--- src/hdl/adsr_pkg.sv ---
// Package for the ADSR envelope generator: stage, sequencer and level-mode types,
// register indexes, field widths and reset values.
// No dependencies.
`default_nettype none

package adsr_pkg;

   localparam int LEN_BITS_DEFAULT = 19;
   localparam int LEVEL_W          = 16;
   localparam int VEL_W            = 7;
   localparam int STAGE_W          = 3;
   localparam int CSR_INDEX_W      = 2;
   localparam int QUOT_W           = 16;
   localparam int DIV_CNT_W        = 4;

   localparam logic [LEVEL_W-1:0] ONE_Q15       = 16'h8000;
   localparam logic [LEVEL_W-1:0] SUSTAIN_RESET = 16'd16384;
   localparam int                 ATTACK_RESET  = 480;
   localparam int                 DECAY_RESET   = 4800;
   localparam int                 RELEASE_RESET = 4800;

   typedef enum logic [STAGE_W-1:0] {
      STAGE_ATTACK  = 3'd0,
      STAGE_DECAY   = 3'd1,
      STAGE_SUSTAIN = 3'd2,
      STAGE_RELEASE = 3'd3,
      STAGE_SILENT  = 3'd4
   } stage_type;

   typedef enum logic [CSR_INDEX_W-1:0] {
      CSR_ATTACK_LENGTH  = 2'd0,
      CSR_DECAY_LENGTH   = 2'd1,
      CSR_SUSTAIN_LEVEL  = 2'd2,
      CSR_RELEASE_LENGTH = 2'd3
   } csr_index_type;

   typedef enum logic [1:0] {
      SEQ_IDLE = 2'd0,
      SEQ_MUL  = 2'd1,
      SEQ_DIV  = 2'd2,
      SEQ_FIN  = 2'd3
   } seq_state_type;

   // how the output level is formed from the quotient
   typedef enum logic [2:0] {
      MODE_ATTACK  = 3'd0,
      MODE_DECAY   = 3'd1,
      MODE_RELEASE = 3'd2,
      MODE_SUSTAIN = 3'd3,
      MODE_ZERO    = 3'd4
   } mode_type;

endpackage

`default_nettype wire

--- src/hdl/adsr_envelope_generator_unit.sv ---
// Linear ADSR envelope generator, top level: stage tracking, multiply and
// restoring divider sequencer, output register. Depends on adsr_pkg.
//
// One request word per audio sample carries the note velocity; one response word
// returns the envelope level (Q1.15) and the stage reached. Ramp stages (attack,
// decay, release) pass through the accept state, a multiply state, the shared
// compare/subtract divider (one quotient bit per cycle) and a final state that
// loads the output register. Sustain, silent and note-on restart words skip the
// multiply and divider and go straight to that final state. The output register
// lets the next word be accepted while a response still waits; a word finishing
// before the previous response is taken holds in its final state.
`default_nettype none

module adsr_envelope_generator_unit
   import adsr_pkg::*;
#(
   parameter int LEN_BITS = LEN_BITS_DEFAULT
) (
   input  logic                                           clock,
   input  logic                                           reset,
   input  logic                                           req_valid,
   output logic                                           req_ready,
   input  logic [VEL_W-1:0]                               req_velocity,
   output logic                                           rsp_valid,
   input  logic                                           rsp_ready,
   output logic [LEVEL_W-1:0]                             rsp_level,
   output logic [STAGE_W-1:0]                             rsp_stage_now,
   input  logic                                           csr_write_enable,
   input  logic [CSR_INDEX_W-1:0]                         csr_index,
   input  logic [((LEN_BITS > LEVEL_W) ? LEN_BITS : LEVEL_W)-1:0] csr_wdata
);

   localparam int NUM_W = LEN_BITS + LEVEL_W;

   logic [LEN_BITS-1:0] attack_len_ff, decay_len_ff, release_len_ff;
   logic [LEVEL_W-1:0]  sus_ff;

   seq_state_type       seq_ff, seq_in;
   stage_type           stage_ff, stage_in;
   logic [LEN_BITS-1:0] idx_ff, idx_in;
   mode_type            mode_ff, mode_in;
   logic [LEN_BITS-1:0] len_ff, len_in;
   logic [LEN_BITS-1:0] iu_ff, iu_in;
   logic [NUM_W-1:0]    rem_ff, rem_in;
   logic [NUM_W-1:0]    dsr_ff, dsr_in;
   logic [QUOT_W-1:0]   quo_ff, quo_in;
   logic [DIV_CNT_W-1:0] cnt_ff, cnt_in;
   logic                rsp_valid_ff, rsp_valid_in;
   logic [LEVEL_W-1:0]  rsp_level_ff, rsp_level_in;
   stage_type           rsp_stage_ff, rsp_stage_in;

   logic [LEVEL_W-1:0]  sus_eff;
   logic [LEVEL_W-1:0]  coef;
   logic                accept;
   logic                note_off;
   logic                vel_on;
   stage_type           stage_eff;
   stage_type           stage_next;
   logic [LEN_BITS-1:0] idx_eff;
   logic [LEN_BITS-1:0] len_sel;
   logic [LEN_BITS:0]   idx_sum;
   logic                timed;
   logic                out_free;

   assign sus_eff = (sus_ff > ONE_Q15) ? ONE_Q15 : sus_ff;
   assign req_ready = (seq_ff == SEQ_IDLE);

   always_ff @(posedge clock) begin
      if (reset) begin
         attack_len_ff  <= LEN_BITS'(ATTACK_RESET);
         decay_len_ff   <= LEN_BITS'(DECAY_RESET);
         sus_ff         <= SUSTAIN_RESET;
         release_len_ff <= LEN_BITS'(RELEASE_RESET);
      end else if (csr_write_enable) begin
         case (csr_index_type'(csr_index))
            CSR_ATTACK_LENGTH:  attack_len_ff  <= csr_wdata[LEN_BITS-1:0];
            CSR_DECAY_LENGTH:   decay_len_ff   <= csr_wdata[LEN_BITS-1:0];
            CSR_SUSTAIN_LEVEL:  sus_ff         <= csr_wdata[LEVEL_W-1:0];
            CSR_RELEASE_LENGTH: release_len_ff <= csr_wdata[LEN_BITS-1:0];
            default: begin
            end
         endcase
      end
   end

   always_ff @(posedge clock) begin
      if (reset) begin
         seq_ff       <= SEQ_IDLE;
         stage_ff     <= STAGE_SILENT;
         idx_ff       <= '0;
         rsp_valid_ff <= 1'b0;
      end else begin
         seq_ff       <= seq_in;
         stage_ff     <= stage_in;
         idx_ff       <= idx_in;
         rsp_valid_ff <= rsp_valid_in;
      end
   end

   always_ff @(posedge clock) begin
      mode_ff      <= mode_in;
      len_ff       <= len_in;
      iu_ff        <= iu_in;
      rem_ff       <= rem_in;
      dsr_ff       <= dsr_in;
      quo_ff       <= quo_in;
      cnt_ff       <= cnt_in;
      rsp_level_ff <= rsp_level_in;
      rsp_stage_ff <= rsp_stage_in;
   end

   always_comb begin
      accept     = req_valid && req_ready;
      vel_on     = (req_velocity != '0);
      note_off   = !vel_on && (stage_ff inside {STAGE_ATTACK, STAGE_DECAY, STAGE_SUSTAIN});
      stage_eff  = note_off ? STAGE_RELEASE : stage_ff;
      idx_eff    = note_off ? '0 : idx_ff;
      timed      = 1'b0;
      len_sel    = attack_len_ff;
      stage_next = STAGE_DECAY;
      mode_in    = mode_ff;
      stage_in   = stage_ff;
      idx_in     = idx_ff;

      case (stage_eff)
         STAGE_ATTACK: begin
            timed      = 1'b1;
            len_sel    = attack_len_ff;
            stage_next = STAGE_DECAY;
         end
         STAGE_DECAY: begin
            timed      = 1'b1;
            len_sel    = decay_len_ff;
            stage_next = STAGE_SUSTAIN;
         end
         STAGE_SUSTAIN: begin
            mode_in  = MODE_SUSTAIN;
            stage_in = STAGE_SUSTAIN;
            idx_in   = idx_eff;
         end
         STAGE_RELEASE: begin
            if (vel_on) begin
               mode_in  = MODE_ZERO;
               stage_in = STAGE_ATTACK;
               idx_in   = '0;
            end else begin
               timed      = 1'b1;
               len_sel    = release_len_ff;
               stage_next = STAGE_SILENT;
            end
         end
         default: begin
            mode_in  = MODE_ZERO;
            stage_in = vel_on ? STAGE_ATTACK : STAGE_SILENT;
            idx_in   = vel_on ? '0 : idx_eff;
         end
      endcase

      // zero length counts as one
      if (len_sel == '0) begin
         len_sel = LEN_BITS'(1);
      end
      iu_in   = (idx_eff > len_sel) ? len_sel : idx_eff;
      len_in  = len_sel;
      idx_sum = {1'b0, idx_eff} + (LEN_BITS + 1)'(1);

      if (timed) begin
         case (stage_eff)
            STAGE_ATTACK: mode_in = MODE_ATTACK;
            STAGE_DECAY:  mode_in = MODE_DECAY;
            default:      mode_in = MODE_RELEASE;
         endcase
         if (idx_sum[LEN_BITS] || (idx_sum[LEN_BITS-1:0] >= len_sel)) begin
            idx_in   = '0;
            stage_in = stage_next;
         end else begin
            idx_in   = idx_sum[LEN_BITS-1:0];
            stage_in = stage_eff;
         end
      end

      if (!accept) begin
         mode_in  = mode_ff;
         stage_in = stage_ff;
         idx_in   = idx_ff;
         iu_in    = iu_ff;
         len_in   = len_ff;
      end

      case (mode_ff)
         MODE_ATTACK:  coef = ONE_Q15;
         MODE_DECAY:   coef = ONE_Q15 - sus_eff;
         MODE_RELEASE: coef = sus_eff;
         default:      coef = '0;
      endcase

      out_free     = !rsp_valid_ff || rsp_ready;
      seq_in       = seq_ff;
      rem_in       = rem_ff;
      dsr_in       = dsr_ff;
      quo_in       = quo_ff;
      cnt_in       = cnt_ff;
      rsp_valid_in = rsp_valid_ff && !rsp_ready;
      rsp_level_in = rsp_level_ff;
      rsp_stage_in = rsp_stage_ff;

      case (seq_ff)
         SEQ_IDLE: begin
            if (accept) begin
               seq_in = timed ? SEQ_MUL : SEQ_FIN;
            end
         end
         SEQ_MUL: begin
            rem_in = {{LEN_BITS{1'b0}}, coef} * {{LEVEL_W{1'b0}}, iu_ff};
            dsr_in = NUM_W'({len_ff, {(QUOT_W-1){1'b0}}});
            quo_in = '0;
            cnt_in = '0;
            seq_in = SEQ_DIV;
         end
         SEQ_DIV: begin
            if (rem_ff >= dsr_ff) begin
               rem_in = rem_ff - dsr_ff;
               quo_in = {quo_ff[QUOT_W-2:0], 1'b1};
            end else begin
               quo_in = {quo_ff[QUOT_W-2:0], 1'b0};
            end
            dsr_in = dsr_ff >> 1;
            cnt_in = cnt_ff + DIV_CNT_W'(1);
            if (cnt_ff == DIV_CNT_W'(QUOT_W - 1)) begin
               seq_in = SEQ_FIN;
            end
         end
         SEQ_FIN: begin
            if (out_free) begin
               rsp_valid_in = 1'b1;
               rsp_stage_in = stage_ff;
               case (mode_ff)
                  MODE_ATTACK:  rsp_level_in = quo_ff;
                  MODE_DECAY:   rsp_level_in = ONE_Q15 - quo_ff;
                  MODE_RELEASE: rsp_level_in = sus_eff - quo_ff;
                  MODE_SUSTAIN: rsp_level_in = sus_eff;
                  default:      rsp_level_in = '0;
               endcase
               seq_in = SEQ_IDLE;
            end
         end
         default: begin
            seq_in = SEQ_IDLE;
         end
      endcase
   end

   assign rsp_valid     = rsp_valid_ff;
   assign rsp_level     = rsp_level_ff;
   assign rsp_stage_now = rsp_stage_ff;

   // sustain and silent are only ever entered with a cleared index
   a_idx_clear : assert property (@(posedge clock) disable iff (reset)
      (stage_ff == STAGE_SUSTAIN || stage_ff == STAGE_SILENT) |-> (idx_ff == '0))
      else $error("index nonzero in sustain or silent");

   a_busy_after_accept : assert property (@(posedge clock) disable iff (reset)
      (req_valid && req_ready) |=> !req_ready)
      else $error("ready right after accept");

   a_quot_range : assert property (@(posedge clock) disable iff (reset)
      (seq_ff == SEQ_FIN && (mode_ff == MODE_ATTACK || mode_ff == MODE_DECAY ||
       mode_ff == MODE_RELEASE)) |-> (quo_ff <= ONE_Q15))
      else $error("quotient above one");

   a_fin_loads : assert property (@(posedge clock) disable iff (reset)
      (seq_ff == SEQ_FIN && (!rsp_valid_ff || rsp_ready)) |=> (rsp_valid_ff && req_ready))
      else $error("finished word not loaded");

endmodule

`default_nettype wire

--- config.mk ---
export PLATFORM = sky130hd
export DESIGN_NAME = adsr_envelope_generator_unit
export DESIGN_NICKNAME = d
export VERILOG_FILES = /design/src/hdl/adsr_pkg.sv /design/src/hdl/adsr_envelope_generator_unit.sv
export SDC_FILE = /design/constraint.sdc
export NUM_CORES = 1
export LEC_CHECK = 0
export BUFFER_PORTS_ARGS = -buffer_cell sky130_fd_sc_hd__buf_2
export CAP_MARGIN = 5
export CORE_AREA = 4 4 284 230
export CTS_BUF_LIST = sky130_fd_sc_hd__clkbuf_16
export DETAILED_ROUTE_END_ITERATION = 10
export DIE_AREA = 0 0 288 234
export PLACE_DENSITY = 0.54
export RECOVER_POWER = 50
export SYNTH_ARGS = -nofsm -noshare
export SYNTH_HDL_FRONTEND = slang
export SYNTH_SLANG_ARGS = --single-unit
--- constraint.sdc ---
create_clock -name clock -period 10.1 [get_ports clock]
set_input_delay 1.01 -clock clock [delete_from_list [all_inputs] [get_ports clock]]
set_output_delay 1.01 -clock clock [all_outputs]
set_load 0.02 [all_outputs]
==> results.json <==
{
  "clkLatencyLatePin_ns": 0.58,
  "place_hpwl_mm": 54.74,
  "rsz0062_at_grt": "no",
  "p_sw_frac": 0.4484,
  "port_buffers": 53,
  "drv_slew": 327,
  "grt-ovfl-total": 0,
  "final_cell_mix": "nand2_1 (437), inv_1 (401), fa_1 (238), ha_1 (201), a21oi_1 (181)",
  "postCtsSetupRepairBufs": 0,
  "crit_path_max_fanout": 16,
  "fin_crit_sh": 0.9290,
  "design.die.area_mm2": 0.06739,
  "max_stage_delay_ns": 0.95,
  "synth_area_leaders": "fa_1 (19%), edfxtp_1 (18%), ha_1 (10%), dfxtp_1 (7.9%), nand2_1 (6.6%)",
  "synth.top_cell.area_share": 0.1924,
  "clk_pin_slew_ns": 0.07,
  "vias": 19935,
  "place_congestion": 0.8972,
  "drive_gt1_frac": 0.06164,
  "final_common_cell": "nand2_1",
  "synth_flop_cell": "edfxtp_1",
  "worst_pin_slew_ns": 3.652,
  "power_switching_mw": 2.616,
  "die_w_um": 288,
  "fp.dieH_um": 234,
  "final_hold_viol_count": 0,
  "crit_slowest_cell": "a32o_1",
  "clock-root-buffer": "clkbuf_16",
  "cts_sinks": 247,
  "cpMostUsedCell": "fa_1",
  "synth.cell_area_mm2": 0.02477,
  "fin_util": 0.4286,
  "yosysTopAreaCell": "fa_1",
  "synth_edf_count": 149,
  "postRouteAntennaNets": 0,
  "synth.distinct_cells": 89,
  "pwr-share-clk": 0.169,
  "num-nets-final": 3291,
  "start_util": 0.3971,
  "worstSetupPathType": "reg2reg",
  "reg2reg_slack_ns": 0.72,
  "fin_skew_ns": 0.03221,
  "area_growth_pct": 7.935,
  "grt_pass1_wl_mm": 114.7,
  "pwr-share-seq": 0.302,
  "yosysWarnings": 0,
  "ys_seq_area_frac": 0.2598,
  "max_freq_mhz": 106.6,
  "power_density_mw_per_mm2": 218.2,
  "drtIter0Drc": 1441,
  "pin_count": 54,
  "leakagePower_nw": 12.14,
  "critPathCaptureType": "flip-flop",
  "antenna_found_initial": 1,
  "synth-seq-cells": 247,
  "n_fill_cell": 6347,
  "maxCapViolations": 7,
  "worstSetupStartpointType": "flip-flop",
  "rows": 82,
  "grt_use_total": 0.2141,
  "clock_path_buffers": 3,
  "setup_violations": 0,
  "cts_made_buffers": 26,
  "routedWlPerCell_um": 19.47,
  "violations": "capacitance limit, slew limit",
  "core_mm2": 0.06238,
  "drt_wl_total_mm": 71.65,
  "ir_worst_vdd_mv": 0.1396,
  "cell_internal_pwr_mw": 3.218,
  "viasPerCell": 5.417,
  "finalCriticalPeriod_ns": 9.383,
  "syn_nets": 3292,
  "required_ns": 10.47,
  "fin_setup_tns_ns": 0,
  "first_pass_iters": 5,
  "hp-class": "reg2reg",
  "async_flop_share": 0,
  "combPwrFrac": 0.530,
  "hold_buffers": 0,
  "drc": 0,
  "worstPathArrival_ns": 9.75,
  "grt_pass1_vias": 20022,
  "synth.avg_cell_area_um2": 8.784,
  "cts-resized-gates": 0,
  "tritoncts": "done",
  "synthCells": 2820,
  "run_status": "finished with violations",
  "grt_start_max_net_pins": 77,
  "cts_htree_levels": 1,
  "relSlewSlack": -1.435
}
[registers in the layout, indices dropped and copies added (netlist names)]
name	flops
rem_ff	35
dsr_ff	34
attack_len_ff	19
decay_len_ff	19
idx_ff	19
iu_ff	19
len_ff	19
release_len_ff	19
quo_ff	16
rsp_level	16
sus_ff	16
cnt_ff	4
mode_ff	3
rsp_stage_now	3
stage_ff	3
seq_ff	2
rsp_valid	1
[area by class of cell]
cell class | count | area, µm² | area share
Multi-Input combinational cell | 2049 | 16370 | 0.6121
Sequential cell | 247 | 6436 | 0.2407
Inverter | 400 | 1501 | 0.05616
Tap cell | 840 | 1051 | 0.03931
Clock buffer | 26 | 650.6 | 0.02434
Timing Repair Buffer | 95 | 525.5 | 0.01966
Clock inverter | 22 | 202.7 | 0.007581
Antenna cell | 1 | 2.502 | 0.00009360
[layer usage]
| layer | global-route usage | wire length (µm) | up-vias |
|---|---|---|---|
| met1 | 0.3160 | 34420 | 9972 |
| li1 | - | - | 9380 |
| met5 | 0 | 0 | - |
| met2 | 0.3428 | 32170 | 523 |
| met3 | 0.02643 | 3802 | 60 |
| met4 | 0.03628 | 1255 | 0 |
[per-stage QoR]
stage | instance area (µm²) | cells | power [mW] | hold WS [ns] | setup slack [ns]
floorplan | 24770 | 2820 | 3.925 | 0.4309 | 2.050
finish | 26740 | 3680 | 5.834 | 0.4550 | 0.7167
detailed placement | 25940 | 3631 | 4.825 | 0.4484 | 0.8473
global route | 26730 | 3679 | 6.301 | 0.4771 | 0.2279
CTS | 26800 | 3679 | 5.840 | 0.4577 | 0.7933
global placement | 25940 | 3631 | 4.789 | 0.4412 | 1.211
[cell usage after synthesis (6+ instances only)]
cell and n:
inv_1 398, buf_1 11, a21o_1 40, nor4_1 11
o211ai_1 10, a31oi_1 15, nor2_1 174, and2_1 114
o31ai_1 12, a22oi_1 14, nand2_1 437, a211oi_1 12
o22a_1 18, or2_2 8, o21ai_1 17, nand2b_1 11
o22ai_1 23, clkbuf_1 97, nand4_1 17, o21ai_0 70
and3_1 18, buf_2 14, mux2_2 38, a211o_1 6
xor2_1 28, ha_1 201, o21a_1 13, xnor2_1 57
nor3_1 44, nand3_1 61, a21oi_1 182, dfxtp_1 98
fa_1 238, or4_1 6, nor2b_1 28, edfxtp_1 149
mux2i_1 13, o21bai_1 13, a22o_1 8
[worst max-delay path: cells and delay by family, from the launching register on]
family	cells	cell delay [ns]
AOI/OAI and AO/OA	6	2.30
adders and majority gates	8	3.92
buffers and inverters	5	0.25
DFF	1	0.40
and+or+nand+nor	9	2.26
[cell families (layout without fill, tap and decap cells)]
group,count (synthesis),count (layout),share of synthesized area
flops,247,247,0.2598
fa+ha+maj,439,439,0.2939
buf+inv,524,543,0.08072
other cells,0,1,0
simple gates,961,961,0.1789
xor+xnor,85,85,0.03006
compound gates,512,512,0.1336
mux,52,52,0.02298
[power by group through the flow]
stage	Sequential, mW	Clock (mW)	Combinational (mW)
floorplan	1.62	0	2.31
global placement	1.75	0	3.04
detailed placement	1.76	0	3.07
CTS	1.74	1.01	3.09
global route	1.79	1.05	3.46
finish	1.76	0.985	3.09
[worst paths after layout]
kind	start	endpoint	depth (start not counted)
worst min register to register	attack_len_ff[16]	attack_len_ff[16]	2
worst max-delay path	sus_ff[9]	rem_ff[32]	28
worst max register to register	sus_ff[9]	rem_ff[32]	28
worst min-delay path	attack_len_ff[16]	attack_len_ff[16]	2
No activity file was read; power rests on OpenSTA's default activity.
